[src/design/trajectory_frame_indexer_top_assert.svh]
// Assertion macros for the trajectory frame indexer.
`ifndef TRAJECTORY_FRAME_INDEXER_TOP_ASSERT_SVH
`define TRAJECTORY_FRAME_INDEXER_TOP_ASSERT_SVH

`ifndef SYNTH
`define TFI_ASSERT(lbl, clk, rst_n, prop, msg) \
  lbl: assert property (@(posedge clk) disable iff (!rst_n) prop) else $error(msg);
`define TFI_ASSERT_NEVER(lbl, clk, rst_n, cond, msg) \
  lbl: assert property (@(posedge clk) disable iff (!rst_n) !(cond)) else $error(msg);
`else
`define TFI_ASSERT(lbl, clk, rst_n, prop, msg)
`define TFI_ASSERT_NEVER(lbl, clk, rst_n, cond, msg)
`endif

`endif

[src/design/tfi_pkg.sv]
// Shared types, constants and tables of the trajectory frame indexer.
`default_nettype none

package tfi_pkg;

  localparam int OFFSET_W = 48;
  localparam int FCOUNT_W = 32;
  localparam int ATOM_W   = 31;
  localparam int STEP_W   = 32;
  localparam int WORD_W   = 32;
  localparam int PAY_W    = 33;
  localparam int TDATA_W  = 152;

  localparam int RQ_DEPTH = 4;
  localparam int RQ_AW    = $clog2(RQ_DEPTH);
  localparam int RQ_CW    = $clog2(RQ_DEPTH + 1);

  localparam int NSIZES  = 10;
  localparam int SIZE_IW = $clog2(NSIZES);

  localparam logic [WORD_W-1:0] MAGIC_WORD  = 32'd1993;
  localparam logic [WORD_W-1:0] VSTORE_LEN  = 32'd13;
  localparam logic [WORD_W-1:0] VTEXT_LEN   = 32'd12;
  localparam int                VEC_DIM     = 3;
  localparam int                MAT_ELEMS   = 9;
  localparam logic [ATOM_W-1:0] MAT_SINGLE  = ATOM_W'(MAT_ELEMS * 4);
  localparam logic [ATOM_W-1:0] MAT_DOUBLE  = ATOM_W'(MAT_ELEMS * 8);
  localparam logic [PAY_W-1:0]  PAY_STEP    = PAY_W'(4);

  typedef enum logic [1:0] {
    KIND_FRAME   = 2'd0,
    KIND_SUMMARY = 2'd1,
    KIND_ERROR   = 2'd2
  } kind_e;

  typedef enum logic [3:0] {
    ST_OK            = 4'd0,
    ST_MAGIC         = 4'd1,
    ST_VERSION_LEN   = 4'd2,
    ST_VERSION_TEXT  = 4'd3,
    ST_NEG_SIZE      = 4'd4,
    ST_ATOMS         = 4'd5,
    ST_LEGACY        = 4'd6,
    ST_NO_POS        = 4'd7,
    ST_PRECISION     = 4'd8,
    ST_SIZES         = 4'd9,
    ST_NONFINITE     = 4'd10,
    ST_TRUNC_HEADER  = 4'd11,
    ST_TRUNC_PAYLOAD = 4'd12,
    ST_ATOM_CHANGE   = 4'd13,
    ST_NO_FRAMES     = 4'd14,
    ST_EXPECTED      = 4'd15
  } status_e;

  typedef struct packed {
    kind_e                     kind;
    status_e                   status;
    logic [OFFSET_W-1:0]       frame_offset;
    logic [ATOM_W-1:0]         atom_total;
    logic signed [STEP_W-1:0]  step_number;
    logic                      double_precision;
    logic                      box_present;
    logic                      velocity_present;
    logic                      force_present;
    logic [FCOUNT_W-1:0]       frame_total;
    logic                      precision_mixed;
    logic                      run_end;
  } res_t;

  // version text as three big-endian words
  function automatic logic [WORD_W-1:0] text_word(input logic [1:0] idx);
    logic [WORD_W-1:0] w;
    case (idx)
      2'd0:    w = 32'h474D585F;
      2'd1:    w = 32'h74726E5F;
      default: w = 32'h66696C65;
    endcase
    return w;
  endfunction

endpackage

`default_nettype wire

[src/design/tfi_result_fifo.sv]
// Result queue: takes up to two results per cycle, hands out one.
`default_nettype none

`include "trajectory_frame_indexer_top_assert.svh"

module tfi_result_fifo
  import tfi_pkg::*;
(
  input  wire        clk_i,
  input  wire        rst_ni,
  input  wire  [1:0] push_n_i,
  input  res_t       wr0_i,
  input  res_t       wr1_i,
  output logic       room_o,
  output logic       valid_o,
  input  wire        pop_i,
  output res_t       rd_o
);

  res_t             mem_q [RQ_DEPTH];
  logic [RQ_AW-1:0] wr_q, wr_d;
  logic [RQ_AW-1:0] rd_q, rd_d;
  logic [RQ_CW-1:0] cnt_q, cnt_d;
  logic             pop;

  assign valid_o = (cnt_q != '0);
  assign pop     = pop_i && valid_o;
  assign room_o  = (cnt_q <= RQ_CW'(RQ_DEPTH - 2));
  assign rd_o    = mem_q[rd_q];

  always_comb begin
    wr_d  = wr_q + RQ_AW'(push_n_i);
    rd_d  = pop ? rd_q + RQ_AW'(1) : rd_q;
    cnt_d = cnt_q + RQ_CW'(push_n_i) - RQ_CW'(pop);
  end

  always_ff @(posedge clk_i or negedge rst_ni) begin
    if (!rst_ni) begin
      wr_q  <= '0;
      rd_q  <= '0;
      cnt_q <= '0;
    end else begin
      wr_q  <= wr_d;
      rd_q  <= rd_d;
      cnt_q <= cnt_d;
    end
  end

  always_ff @(posedge clk_i) begin
    if (push_n_i != 2'd0) begin
      mem_q[wr_q] <= wr0_i;
    end
    if (push_n_i == 2'd2) begin
      mem_q[wr_q + RQ_AW'(1)] <= wr1_i;
    end
  end

  `TFI_ASSERT_NEVER(a_cnt_bound, clk_i, rst_ni, cnt_q > RQ_CW'(RQ_DEPTH), "queue count over depth")
  `TFI_ASSERT(a_pair_room, clk_i, rst_ni, (push_n_i == 2'd2) |-> (cnt_q <= RQ_CW'(RQ_DEPTH - 2)), "pair pushed without room")
  `TFI_ASSERT(a_pop_cnt, clk_i, rst_ni, (pop && push_n_i == 2'd0) |=> (cnt_q == $past(cnt_q) - RQ_CW'(1)), "pop did not drop count")

endmodule

`default_nettype wire

[src/design/tfi_core.sv]
// Frame header parser, payload skipper and file bookkeeping.
`default_nettype none

`include "trajectory_frame_indexer_top_assert.svh"

module tfi_core
  import tfi_pkg::*;
(
  input  wire                clk_i,
  input  wire                rst_ni,
  input  wire                item_valid_i,
  input  wire  [WORD_W-1:0]  item_word_i,
  input  wire                item_last_i,
  input  wire                room_i,
  input  wire  [ATOM_W-1:0]  expected_atoms_i,
  output logic               take_o,
  output logic [1:0]         push_n_o,
  output res_t               res0_o,
  output res_t               res1_o
);

  typedef enum logic [3:0] {
    PH_MAGIC, PH_VSTORE, PH_VLEN, PH_TEXT, PH_SIZE, PH_ATOMS, PH_STEP, PH_NRE,
    PH_TIME, PH_LAMBDA, PH_PAYLOAD
  } phase_e;

  typedef enum logic [1:0] {
    PREC_NONE, PREC_SINGLE, PREC_DOUBLE
  } prec_e;

  // block size slots
  localparam logic [SIZE_IW-1:0] BS_IR   = SIZE_IW'(0);
  localparam logic [SIZE_IW-1:0] BS_E    = SIZE_IW'(1);
  localparam logic [SIZE_IW-1:0] BS_BOX  = SIZE_IW'(2);
  localparam logic [SIZE_IW-1:0] BS_VIR  = SIZE_IW'(3);
  localparam logic [SIZE_IW-1:0] BS_PRES = SIZE_IW'(4);
  localparam logic [SIZE_IW-1:0] BS_TOP  = SIZE_IW'(5);
  localparam logic [SIZE_IW-1:0] BS_SYM  = SIZE_IW'(6);
  localparam logic [SIZE_IW-1:0] BS_X    = SIZE_IW'(7);
  localparam logic [SIZE_IW-1:0] BS_V    = SIZE_IW'(8);
  localparam logic [SIZE_IW-1:0] BS_F    = SIZE_IW'(9);
  localparam logic [SIZE_IW-1:0] BS_LAST = SIZE_IW'(NSIZES - 1);

  phase_e               phase_q, phase_d;
  logic [SIZE_IW-1:0]   sidx_q, sidx_d;
  logic [1:0]           wcnt_q, wcnt_d;
  logic [ATOM_W-1:0]    bs_q [NSIZES];
  logic                 bs_we;
  logic [WORD_W-1:0]    atoms_q, atoms_d;
  logic [STEP_W-1:0]    step_q, step_d;
  logic [ATOM_W-1:0]    first_atoms_q, first_atoms_d;
  prec_e                first_prec_q, first_prec_d;
  logic                 box_f_q, box_f_d;
  logic                 vel_f_q, vel_f_d;
  logic                 force_f_q, force_f_d;
  logic                 mixed_q, mixed_d;
  logic [FCOUNT_W-1:0]  frames_q, frames_d;
  logic [OFFSET_W-1:0]  pos_q, pos_d;
  logic [OFFSET_W-1:0]  fstart_q, fstart_d;
  logic [PAY_W-1:0]     pay_q, pay_d;
  logic                 hold_q, hold_d;
  logic                 vstore_bad_q, vstore_bad_d;
  logic                 text_bad_q, text_bad_d;
  logic                 nonfinite_q, nonfinite_d;
  logic                 dbl_q, dbl_d;

  logic                 take;
  logic [ATOM_W+4:0]    a12, a24, pos_ext;
  logic                 hdr_dbl;
  logic [ATOM_W-1:0]    mat;
  status_e              hdr_st;

  assign take   = item_valid_i && room_i;
  assign take_o = take;

  // header consistency, evaluated on the nre word
  assign a12     = ({5'b0, atoms_q[ATOM_W-1:0]} << 3) + ({5'b0, atoms_q[ATOM_W-1:0]} << 2);
  assign a24     = {a12[ATOM_W+3:0], 1'b0};
  assign pos_ext = {5'b0, bs_q[BS_X]};
  assign hdr_dbl = (pos_ext != a12);
  assign mat     = hdr_dbl ? MAT_DOUBLE : MAT_SINGLE;

  always_comb begin
    if (atoms_q == '0 || atoms_q[WORD_W-1]) begin
      hdr_st = ST_ATOMS;
    end else if (bs_q[BS_IR] != '0 || bs_q[BS_E] != '0 || bs_q[BS_TOP] != '0 ||
                 bs_q[BS_SYM] != '0) begin
      hdr_st = ST_LEGACY;
    end else if (bs_q[BS_X] == '0) begin
      hdr_st = ST_NO_POS;
    end else if (pos_ext != a12 && pos_ext != a24) begin
      hdr_st = ST_PRECISION;
    end else if ((bs_q[BS_BOX] != '0 && bs_q[BS_BOX] != mat) ||
                 (bs_q[BS_VIR] != '0 && bs_q[BS_VIR] != mat) ||
                 (bs_q[BS_PRES] != '0 && bs_q[BS_PRES] != mat) ||
                 (bs_q[BS_V] != '0 && bs_q[BS_V] != bs_q[BS_X]) ||
                 (bs_q[BS_F] != '0 && bs_q[BS_F] != bs_q[BS_X])) begin
      hdr_st = ST_SIZES;
    end else begin
      hdr_st = ST_OK;
    end
  end

  always_comb begin
    logic             err;
    status_e          err_st;
    logic             frame_done;
    logic             nf;
    logic             done;
    logic             bad;
    logic [1:0]       c;
    prec_e            prec;
    prec_e            fp;
    logic [PAY_W-1:0] pay_next;
    logic [PAY_W-1:0] pay_base;

    phase_d       = phase_q;
    sidx_d        = sidx_q;
    wcnt_d        = wcnt_q;
    atoms_d       = atoms_q;
    step_d        = step_q;
    first_atoms_d = first_atoms_q;
    first_prec_d  = first_prec_q;
    box_f_d       = box_f_q;
    vel_f_d       = vel_f_q;
    force_f_d     = force_f_q;
    mixed_d       = mixed_q;
    frames_d      = frames_q;
    pos_d         = pos_q;
    fstart_d      = fstart_q;
    pay_d         = pay_q;
    hold_d        = hold_q;
    vstore_bad_d  = vstore_bad_q;
    text_bad_d    = text_bad_q;
    nonfinite_d   = nonfinite_q;
    dbl_d         = dbl_q;
    bs_we         = 1'b0;
    err           = 1'b0;
    err_st        = ST_OK;
    frame_done    = 1'b0;
    nf            = 1'b0;
    done          = 1'b1;
    bad           = 1'b0;
    c             = 2'd0;
    prec          = PREC_SINGLE;
    fp            = PREC_SINGLE;
    pay_next      = '0;
    pay_base      = '0;
    push_n_o      = 2'd0;
    res0_o        = '0;
    res1_o        = '0;

    if (take && !hold_q) begin
      pos_d = pos_q + OFFSET_W'(4);
      case (phase_q)
        PH_MAGIC: begin
          fstart_d = pos_q;
          if (item_word_i != MAGIC_WORD) begin
            err    = 1'b1;
            err_st = ST_MAGIC;
          end else begin
            phase_d = PH_VSTORE;
          end
        end
        PH_VSTORE: begin
          vstore_bad_d = (item_word_i != VSTORE_LEN);
          phase_d      = PH_VLEN;
        end
        PH_VLEN: begin
          if (vstore_bad_q || item_word_i != VTEXT_LEN) begin
            err    = 1'b1;
            err_st = ST_VERSION_LEN;
          end else begin
            phase_d    = PH_TEXT;
            wcnt_d     = 2'd0;
            text_bad_d = 1'b0;
          end
        end
        PH_TEXT: begin
          c          = (wcnt_q == 2'd3) ? 2'd2 : wcnt_q;
          bad        = text_bad_q || (item_word_i != text_word(c));
          text_bad_d = bad;
          if (c == 2'd2) begin
            if (bad) begin
              err    = 1'b1;
              err_st = ST_VERSION_TEXT;
            end else begin
              phase_d = PH_SIZE;
              wcnt_d  = 2'd0;
              sidx_d  = '0;
            end
          end else begin
            wcnt_d = c + 2'd1;
          end
        end
        PH_SIZE: begin
          if (item_word_i[WORD_W-1]) begin
            err    = 1'b1;
            err_st = ST_NEG_SIZE;
          end else begin
            bs_we    = 1'b1;
            // payload length builds up as the sizes arrive
            pay_base = (sidx_q == '0) ? '0 : pay_q;
            if (sidx_q inside {BS_BOX, BS_VIR, BS_PRES, BS_X, BS_V, BS_F}) begin
              pay_d = pay_base + {2'b0, item_word_i[ATOM_W-1:0]};
            end else begin
              pay_d = pay_base;
            end
            if (sidx_q == BS_LAST) begin
              phase_d = PH_ATOMS;
              sidx_d  = '0;
            end else begin
              sidx_d = sidx_q + SIZE_IW'(1);
            end
          end
        end
        PH_ATOMS: begin
          atoms_d = item_word_i;
          phase_d = PH_STEP;
        end
        PH_STEP: begin
          step_d  = item_word_i;
          phase_d = PH_NRE;
        end
        PH_NRE: begin
          if (hdr_st != ST_OK) begin
            err    = 1'b1;
            err_st = hdr_st;
          end else begin
            dbl_d       = hdr_dbl;
            phase_d     = PH_TIME;
            wcnt_d      = 2'd0;
            nonfinite_d = 1'b0;
          end
        end
        PH_TIME, PH_LAMBDA: begin
          nf = nonfinite_q;
          if (wcnt_q == 2'd0) begin
            if (dbl_q) begin
              if (&item_word_i[30:20]) nf = 1'b1;
              done = 1'b0;
            end else if (&item_word_i[30:23]) begin
              nf = 1'b1;
            end
          end
          nonfinite_d = nf;
          if (!done) begin
            wcnt_d = 2'd1;
          end else begin
            wcnt_d = 2'd0;
            if (phase_q == PH_TIME) begin
              phase_d = PH_LAMBDA;
            end else if (nf) begin
              err    = 1'b1;
              err_st = ST_NONFINITE;
            end else if (first_atoms_q != '0 && first_atoms_q != atoms_q[ATOM_W-1:0]) begin
              err    = 1'b1;
              err_st = ST_ATOM_CHANGE;
            end else begin
              prec = dbl_q ? PREC_DOUBLE : PREC_SINGLE;
              fp   = (first_prec_q == PREC_NONE) ? prec : first_prec_q;
              if (first_atoms_q == '0) first_atoms_d = atoms_q[ATOM_W-1:0];
              first_prec_d = fp;
              if (fp != prec) mixed_d = 1'b1;
              if (bs_q[BS_BOX] != '0) box_f_d = 1'b1;
              if (bs_q[BS_V] != '0) vel_f_d = 1'b1;
              if (bs_q[BS_F] != '0) force_f_d = 1'b1;
              phase_d = PH_PAYLOAD;
            end
          end
        end
        PH_PAYLOAD: begin
          pay_next = (pay_q >= PAY_STEP) ? pay_q - PAY_STEP : '0;
          pay_d    = pay_next;
          if (pay_next == '0) begin
            frame_done = 1'b1;
            frames_d   = (&frames_q) ? frames_q : frames_q + FCOUNT_W'(1);
            phase_d    = PH_MAGIC;
          end
        end
        default: begin
          phase_d = PH_MAGIC;
        end
      endcase

      if (err) begin
        res0_o.kind         = KIND_ERROR;
        res0_o.status       = err_st;
        res0_o.frame_offset = fstart_d;
        res0_o.frame_total  = frames_q;
        res0_o.run_end      = 1'b1;
        push_n_o            = 2'd1;
        if (!item_last_i) hold_d = 1'b1;
      end else if (frame_done) begin
        res0_o.kind             = KIND_FRAME;
        res0_o.status           = ST_OK;
        res0_o.frame_offset     = fstart_q;
        res0_o.atom_total       = atoms_q[ATOM_W-1:0];
        res0_o.step_number      = step_q;
        res0_o.double_precision = dbl_q;
        res0_o.box_present      = (bs_q[BS_BOX] != '0);
        res0_o.velocity_present = (bs_q[BS_V] != '0);
        res0_o.force_present    = (bs_q[BS_F] != '0);
        res0_o.frame_total      = frames_d;
        res0_o.run_end          = !item_last_i;
        push_n_o                = 2'd1;
        if (item_last_i) begin
          push_n_o           = 2'd2;
          res1_o.atom_total  = first_atoms_q;
          res1_o.frame_total = frames_d;
          res1_o.run_end     = 1'b1;
          if (expected_atoms_i != '0 && expected_atoms_i != first_atoms_q) begin
            res1_o.kind   = KIND_ERROR;
            res1_o.status = ST_EXPECTED;
          end else begin
            res1_o.kind             = KIND_SUMMARY;
            res1_o.status           = ST_OK;
            res1_o.double_precision = (first_prec_q == PREC_DOUBLE);
            res1_o.box_present      = box_f_q;
            res1_o.velocity_present = vel_f_q;
            res1_o.force_present    = force_f_q;
            res1_o.precision_mixed  = mixed_q;
          end
        end
      end else if (item_last_i) begin
        res0_o.kind         = KIND_ERROR;
        res0_o.status       = (phase_d == PH_PAYLOAD) ? ST_TRUNC_PAYLOAD : ST_TRUNC_HEADER;
        res0_o.frame_offset = fstart_d;
        res0_o.frame_total  = frames_q;
        res0_o.run_end      = 1'b1;
        push_n_o            = 2'd1;
      end
    end

    // end of file: start over for the next one
    if (take && item_last_i) begin
      phase_d       = PH_MAGIC;
      sidx_d        = '0;
      wcnt_d        = 2'd0;
      atoms_d       = '0;
      step_d        = '0;
      first_atoms_d = '0;
      first_prec_d  = PREC_NONE;
      box_f_d       = 1'b0;
      vel_f_d       = 1'b0;
      force_f_d     = 1'b0;
      mixed_d       = 1'b0;
      frames_d      = '0;
      pos_d         = '0;
      fstart_d      = '0;
      pay_d         = '0;
      hold_d        = 1'b0;
      vstore_bad_d  = 1'b0;
      text_bad_d    = 1'b0;
      nonfinite_d   = 1'b0;
      dbl_d         = 1'b0;
    end
  end

  always_ff @(posedge clk_i or negedge rst_ni) begin
    if (!rst_ni) begin
      phase_q       <= PH_MAGIC;
      sidx_q        <= '0;
      wcnt_q        <= 2'd0;
      atoms_q       <= '0;
      step_q        <= '0;
      first_atoms_q <= '0;
      first_prec_q  <= PREC_NONE;
      box_f_q       <= 1'b0;
      vel_f_q       <= 1'b0;
      force_f_q     <= 1'b0;
      mixed_q       <= 1'b0;
      frames_q      <= '0;
      pos_q         <= '0;
      fstart_q      <= '0;
      pay_q         <= '0;
      hold_q        <= 1'b0;
      vstore_bad_q  <= 1'b0;
      text_bad_q    <= 1'b0;
      nonfinite_q   <= 1'b0;
      dbl_q         <= 1'b0;
    end else begin
      phase_q       <= phase_d;
      sidx_q        <= sidx_d;
      wcnt_q        <= wcnt_d;
      atoms_q       <= atoms_d;
      step_q        <= step_d;
      first_atoms_q <= first_atoms_d;
      first_prec_q  <= first_prec_d;
      box_f_q       <= box_f_d;
      vel_f_q       <= vel_f_d;
      force_f_q     <= force_f_d;
      mixed_q       <= mixed_d;
      frames_q      <= frames_d;
      pos_q         <= pos_d;
      fstart_q      <= fstart_d;
      pay_q         <= pay_d;
      hold_q        <= hold_d;
      vstore_bad_q  <= vstore_bad_d;
      text_bad_q    <= text_bad_d;
      nonfinite_q   <= nonfinite_d;
      dbl_q         <= dbl_d;
    end
  end

  always_ff @(posedge clk_i) begin
    if (bs_we) begin
      bs_q[sidx_q] <= item_word_i[ATOM_W-1:0];
    end
  end

  `TFI_ASSERT(a_hold_silent, clk_i, rst_ni, (take && hold_q) |-> (push_n_o == 2'd0), "result while dropping words")
  `TFI_ASSERT(a_pair_order, clk_i, rst_ni, (push_n_o == 2'd2) |-> (res0_o.kind == KIND_FRAME && !res0_o.run_end && res1_o.run_end), "bad result pair")
  `TFI_ASSERT(a_restart, clk_i, rst_ni, (take && item_last_i) |=> (phase_q == PH_MAGIC && !hold_q && pos_q == '0), "no restart after last word")

endmodule

`default_nettype wire

[src/design/trajectory_frame_indexer_top.sv]
// Top level of the trajectory frame indexer: input register, parser, result queue.
//
//  channel   dir  handshake                   payload
//  s_axis    in   tvalid/tready               tdata: word; tlast: last word of file
//  m_axis    out  tvalid/tready               tuser: kind; tdata: record; tlast: run end
//  cfg       in   cfg_we_i                    cfg_wdata_i: expected atom count
//
//  One word per cycle: each word is checked or counted in a single pass between
//  the input register and the result queue. A word gives zero, one or two results;
//  the queue drains one per cycle while m_axis_tready is high. Input stalls when
//  the queue has fewer than two free slots. Reset clears all file state and the
//  expected atom count; no clearing pass.
`default_nettype none

module trajectory_frame_indexer_top
  import tfi_pkg::*;
(
  input  wire                 clk_i,
  input  wire                 rst_ni,
  input  wire                 cfg_we_i,
  input  wire  [ATOM_W-1:0]   cfg_wdata_i,
  input  wire                 s_axis_tvalid,
  output logic                s_axis_tready,
  input  wire  [WORD_W-1:0]   s_axis_tdata,   // [31:0] word
  input  wire                 s_axis_tlast,
  output logic                m_axis_tvalid,
  input  wire                 m_axis_tready,
  output logic [TDATA_W-1:0]  m_axis_tdata,   // status, frame_offset, atom_total,
                                              // step_number, double_precision,
                                              // box_present, velocity_present,
                                              // force_present, frame_total,
                                              // precision_mixed
  output logic [1:0]          m_axis_tuser,   // kind
  output logic                m_axis_tlast
);

  logic [ATOM_W-1:0] expected_q;
  logic              in_vld_q, in_vld_d;
  logic [WORD_W-1:0] in_word_q;
  logic              in_last_q;
  logic              take;
  logic              room;
  logic [1:0]        push_n;
  res_t              res0, res1, head;

  assign s_axis_tready = !in_vld_q || take;

  always_comb begin
    in_vld_d = in_vld_q;
    if (s_axis_tvalid && s_axis_tready) begin
      in_vld_d = 1'b1;
    end else if (take) begin
      in_vld_d = 1'b0;
    end
  end

  always_ff @(posedge clk_i or negedge rst_ni) begin
    if (!rst_ni) begin
      in_vld_q   <= 1'b0;
      expected_q <= '0;
    end else begin
      in_vld_q <= in_vld_d;
      if (cfg_we_i) expected_q <= cfg_wdata_i;
    end
  end

  always_ff @(posedge clk_i) begin
    if (s_axis_tvalid && s_axis_tready) begin
      in_word_q <= s_axis_tdata;
      in_last_q <= s_axis_tlast;
    end
  end

  tfi_core u_core (
    .clk_i            (clk_i),
    .rst_ni           (rst_ni),
    .item_valid_i     (in_vld_q),
    .item_word_i      (in_word_q),
    .item_last_i      (in_last_q),
    .room_i           (room),
    .expected_atoms_i (expected_q),
    .take_o           (take),
    .push_n_o         (push_n),
    .res0_o           (res0),
    .res1_o           (res1)
  );

  tfi_result_fifo u_fifo (
    .clk_i    (clk_i),
    .rst_ni   (rst_ni),
    .push_n_i (push_n),
    .wr0_i    (res0),
    .wr1_i    (res1),
    .room_o   (room),
    .valid_o  (m_axis_tvalid),
    .pop_i    (m_axis_tready),
    .rd_o     (head)
  );

  assign m_axis_tuser = head.kind;
  assign m_axis_tlast = head.run_end;
  assign m_axis_tdata = {head.precision_mixed, head.frame_total, head.force_present,
                         head.velocity_present, head.box_present, head.double_precision,
                         head.step_number, head.atom_total, head.frame_offset,
                         head.status};

endmodule

`default_nettype wire

[config.mk]
export PLATFORM = sky130hd
export DESIGN_NAME = trajectory_frame_indexer_top
export DESIGN_NICKNAME = d
export VERILOG_FILES = /design/src/design/tfi_pkg.sv /design/src/design/tfi_result_fifo.sv /design/src/design/tfi_core.sv /design/src/design/trajectory_frame_indexer_top.sv
export VERILOG_INCLUDE_DIRS = /design/src /design/src/design
export SDC_FILE = /design/constraint.sdc
export NUM_CORES = 2
export LEC_CHECK = 0
export ABC_AREA = 0
export BUFFER_PORTS_ARGS = -buffer_cell sky130_fd_sc_hd__buf_2
export CORE_UTILIZATION = 35
export DETAILED_ROUTE_END_ITERATION = 10
export GPL_TIMING_DRIVEN = 0
export PLACE_DENSITY = 0.59
export SLEW_MARGIN = 0
export SYNTH_ARGS = -nofsm -noshare
export SYNTH_HDL_FRONTEND = slang
export SYNTH_HIERARCHICAL = 1
export SYNTH_SLANG_ARGS = --single-unit
[constraint.sdc]
create_clock -name clk_i -period 18.6 [get_ports clk_i]
set_input_delay 0.93 -clock clk_i [delete_from_list [all_inputs] [get_ports clk_i]]
set_output_delay 0.93 -clock clk_i [all_outputs]
set_load 0.005 [all_outputs]
Word-level counts from Yosys, hierarchy flattened:

Memories as Yosys holds them, arrays and structs flattened.
Index checks and enable logic that the tools add are counted.

* memories kept: 2
* register bits after elaboration: 349
* RAM bits: 930
* output and inout bits: 157
* bits of input ports: 69

* multiplexer cells: 213
* reduce and logical (&&, ||, !) cells: 90
* $add $sub $neg: 12
* $lt $le $gt $ge: 2
* eq/ne operators: 47

Memory list
* u_fifo.mem_q: words 4, bits a word 155, rd ports 1, clocked after Yosys merged registers in 0, wr ports 2, RTL line tfi_result_fifo.sv:20 `res_t mem_q [RQ_DEPTH];`
* u_core.bs_q: words 10, bits a word 31, rd ports 10, clocked after Yosys merged registers in 0, wr ports 1, RTL line tfi_core.sv:47 `logic [ATOM_W-1:0] bs_q [NSIZES];`

Operators by type and width (count)
* 32-bit 2-to-1 mux: 16
* 31-bit 2-to-1 mux: 12
* 31-bit nonzero test: 11
* 48-bit 2-to-1 mux: 5
* 31-bit inequality test: 7
* 33-bit 2-to-1 mux: 6
* 54-bit 2-to-1 mux: 3
* 153-bit 2-to-1 mux: 1
* 38-bit 2-to-1 mux: 4
* 67-bit 2-to-1 mux: 2
* 4-bit 2-to-1 mux: 33
* 1-bit 2-to-1 mux: 92
* 31-bit by 36-bit inequality test with 1-bit output: 2
* 33-bit case mux with 2 select lines: 1
* 32-bit by 4-bit inequality test with 1-bit output, second input constant: 2
* 31-bit zero test: 2
* 30-bit case mux with 2 select lines: 1
* 48-bit by 3-bit adder with 48-bit output, second input constant: 1
* 2-bit 2-to-1 mux: 22
* 4-bit case mux with 10 select lines: 1
* 34-bit by 33-bit adder with 35-bit output: 1
* 7-bit AND reduction: 5
* 33-bit by 31-bit adder with 33-bit output: 1
* 33-bit by 3-bit >= comparator with 1-bit output, second input constant: 1
* other kinds (51): 132

Longest topological paths before layout:

* depth in word-level cells: 24
* mapped depth: 26
* mapped depth without buffers: 22

Modules after synthesis:

The synthesis kept the hierarchy.

By module, submodules not included
* tfi_core: area an instance 34381.7 µm², times used 1, cells each 3565
* tfi_result_fifo: area an instance 30699.4 µm², times used 1, cells each 1539
* trajectory_frame_indexer_top: area an instance 2193.4 µm², times used 1, cells each 102

Least setup slack after synthesis:

Ideal clock, no wire load.

* path kind: reg-to-reg
* from: register u_core.atoms_q[1]
* to: memory u_fifo/mem_q[0][0] (netlist name), enable pin
* path slack: 1.850 ns
* cell stages (with the launch flop): 22
* library setup time: 0.884 ns
* period minus slack after synthesis: 16.750 ns
* arrival time: 15.866 ns
* cells stage by stage: dfrtp_1 ha_1 inv_1 fa_1 nand2b_1 a21oi_2 o211ai_2 o21ai_2 a21oi_1 xnor3_1 or4_1 or4_4 nor3_4 o32ai_1 and4bb_4 a21oi_4 buf_6 buf_6 nor2_1 a21oi_1 o21bai_1 o21ai_0

RTL lines
* start: declaration: RTL line tfi_core.sv:49 `logic [WORD_W-1:0] atoms_q, atoms_d;`
* start signal: assignment: RTL line tfi_core.sv:386 `atoms_q <= atoms_d;`
* end: declaration: RTL line tfi_result_fifo.sv:20

==> run_results.csv <==
group,metric,value,unit
setup_path,crit_family,"compound AO/OA/AOI/OAI gates",
synth,yosysWarnings,6,
clock_tree,postCtsHoldBufs,0,
floorplanning,num_rows,160,
route,wl,209000,um
timing,maxSlewHeadroom,-0.435,%
timing,fmax,110,MHz
setup_path,cp-start-kind,"register",
setup_path,cp_num_buf_inv,7,
route,wl_per_cell,25.1,um
cells_and_area,multi_input_area,28200,um^2
power_and_ir_drop,powerDensity,103,nW/um^2
setup_path,reg2reg_depth,24,
route,routed_via_density,5.54,
global_route,track_usage,21.3,%
setup_path,cpPeakStageDelay,0.89,ns
placed_design,dp_cells,8066,
timing,fin_crit,9.06,ns
clock_tree,cts_sinks,1277,
global_route,grt_pass1_wl,306000,um
setup_path,worstPathRequired,19.06,ns
global_route,gr-total-overflow,0,
floorplanning,core,191000,um^2
global_route,grt_pass1_vias,45844,
setup_path,cpMostUsedCell,"buf_12",
setup_path,slowest_stage,"a21oi_1",
power_and_ir_drop,ir_drop,0.125,mV
placed_design,gp_congestion,0.961,
synth,synthFlopType,"edfxtp_1",
synth,synth_edf_count,963,
setup_path,worst-setup-path-type,"reg -> reg",
cells_and_area,synthToLayoutAreaGrowth,15.3,%
cells_and_area,layout.cells.most_common,"edfxtp_1",
setup_path,crit_path_max_fanout,25,
cells_and_area,final_cells,8339,
clock_tree,cts_setup_buffers,0,
synth,synth_seq_area_share,54.7,%
clock_tree,cts_resized,0,
floorplanning,die_x,440,um
floorplanning,start_util,35.3,%
global_route,grt_max_degree,111,
route,firstDrtPassIters,6,
floorplanning,die_height,440,um
route,antenna_left,0,
cells_and_area,finish.utilization,40.7,%
synth,synthCells,5206,
route,drtIter0Drc,4735,
clock_tree,htreeDepth,4,
floorplanning,ios,226,
timing,hold_viol_final,0,
timing,clock_skew,0.0648,ns
synth,syn_area_per_cell,12.9,um^2
setup_path,cp.depth,24,
run_status,status,"finished with violations",
power_and_ir_drop,p_leak,28.8,nW
clock_tree,cts_tree,"built",
cells_and_area,seq_area,36800,um^2
clock_tree,clk_path_buf_depth,3,
timing,setup_violations,0,
synth,synth_cell_types,111,
timing,tightest_slew,1.51,ns
route,vias,46224,
setup_path,crit_chain,"inv_1, ha_1, buf_2, nand2_1, o31ai_2, nand4_1, a21oi_1, o2111ai_1, a211o_1, a2111oi_4, nand2_1, nor3_4, o32ai_1, and4bb_4, a21oi_4, buf_6, buf_6, nor2_1, a21oi_1, o21bai_1, o21bai_4, buf_12, buf_12, buf_12",
cells_and_area,final_cell_mix,"edfxtp_1 (963), mux2_2 (420), nand2_1 (366), nor2_1 (317), dfrtp_1 (314)",
hold_path,min_path_type,"in -> async",
placed_design,hpwl,147000,um
cells_and_area,num-nets-final,5864,
clock_tree,clkTransAtPathRegs,0.05,ns
synth,ys_seq_elements,1277,
timing,drv_slew,19,
floorplanning,die_area,194000,um^2
global_route,antenna_found_initial,10,
run_status,violations,"capacitance limit, slew limit",
timing,rsz0062_at_grt,"no",
setup_path,end_kind,"register",
cells_and_area,num-fill-cells,17859,
setup_path,cp_data_arrival_time,9.52,ns
synth,syn-cell-area,67300,um^2
clock_tree,root_buffer,"clkbuf_16",
flow_run,drv_cap,1,
clock_tree,clkLatencyLatePin,0.83,ns
timing,period_share,48.7,%
route,drc,0,
clock_tree,cts_buffers,142,
cells_and_area,drive_gt1_share,24.2,%
placed_design,io_buffers,225,
synth,ys_async_sr_fraction,24.6,%
## synthesized netlist by cell type, drive strengths merged, types with 74 or more instances
cell,n,area share [%]
nand3,74,0.55
inv,85,0.47
nand2,367,2.1
a21oi,240,1.8
a22o,97,1.3
ha,88,1.6
xor2,116,1.5
edfxtp,963,43
xnor2,195,2.5
nor4,145,1.4
mux2,655,12
nor3,74,0.57
clkbuf,203,1.1
buf,219,2.4
mux4,155,5.2
o21ai,156,1.2
nand4,92,0.86
nor2,325,1.8
dfrtp,314,12
## path summary, 6_finish.rpt
kind	start	end	slack (ns)
worst max-delay path	u_core/atoms_q[5]	u_fifo/mem_q[2][82]	9.54
worst min-delay path	rst_ni	expected_q[18]	0.16
worst max register to register	u_core/atoms_q[5]	u_fifo/mem_q[2][82]	9.54
worst min register to register	u_core/fstart_q[0]	u_core/fstart_q[0]	0.48
max in group asynchronous	rst_ni	u_core/sidx_q[3]	17.27
min in group clk_i	s_axis_tdata[27]	in_word_q[27]	0.28
## power breakdown
| part | internal (mW) | switching (mW) | leakage, nW |
|---|---|---|---|
| sequential | 3.30 | 0.215 | 13.1 |
| combinational | 0.641 | 1.05 | 13.5 |
| clock | 1.57 | 1.22 | 2.23 |
| total | 5.51 | 2.49 | 28.8 |
## metrics by stage
stage	instance area (um^2)	setup TNS, ns	total power, mW	setup slack [ns]	hold slack (ns)
floorplan	67600	0	4.36	1.85	0.444
global placement	71800	-2740.34	5.32	-10.66	0.461
detailed placement	72800	0	5.28	9.64	0.465
CTS	77500	0	8.07	9.56	0.146
global route	77600	0	8.27	9.16	0.174
finish	77600	0	8.00	9.54	0.160
## registers in the layout, summed over array words and instances, names as in the netlist, 2 cells and up
signal	cells
expected_q	31
in_word_q	32
u_core/atoms_q	32
u_core/bs_q	310
u_core/first_atoms_q	31
u_core/first_prec_q	2
u_core/frames_q	32
u_core/fstart_q	48
u_core/pay_q	33
u_core/phase_q	4
u_core/pos_q	46
u_core/sidx_q	4
u_core/step_q	32
u_core/wcnt_q	2
u_fifo/cnt_q	3
u_fifo/mem_q	620
u_fifo/rd_q	2
u_fifo/wr_q	2
## metal layers
metal	wire, um	share of wire (%)	global-route usage [%]	vias to the layer above
met4	8370	4.0	8.73	2
li1	-	-	-	20656
met2	95100	45	33.0	1851
met5	8	0.0038	0	-
met1	91300	44	29.7	23372
met3	14500	6.9	3.24	343
## final cells by class
cell class              instances  area share, %
clock buffers                 192           5.03
plain buffers                 422           3.10
well taps                    2511           4.05
diodes                          6         0.0194
inverters                      85          0.411
flip-flops and latches       1277           47.4
repair buffers                273           2.71
multi-input cells            3503           36.3
clock inverters                70          0.972
## logic make-up (layout without fill, tap and decap cells)
group           Yosys count  in the layout  share of synthesized area [%]
simple gates           1384           1384                           10.4
xor+xnor                317            317                           4.25
compound gates          807            807                           8.05
other cells               1             88                        0.00557
mux                     822            822                           16.9
buf+inv                 507           1042                           4.05
fa+ha+maj                91             91                           1.73
flops                  1277           1277                           54.7
## worst reg2reg max path, delay by kind of cell, from the launching register on
kind | cells | cell delay (ns)
simple gates | 6 | 1.25
fa+ha+maj | 1 | 0.38
flops | 1 | 0.58
compound gates | 10 | 4.85
buf+inv | 7 | 1.62
No activity file was read; power rests on OpenSTA's default activity.
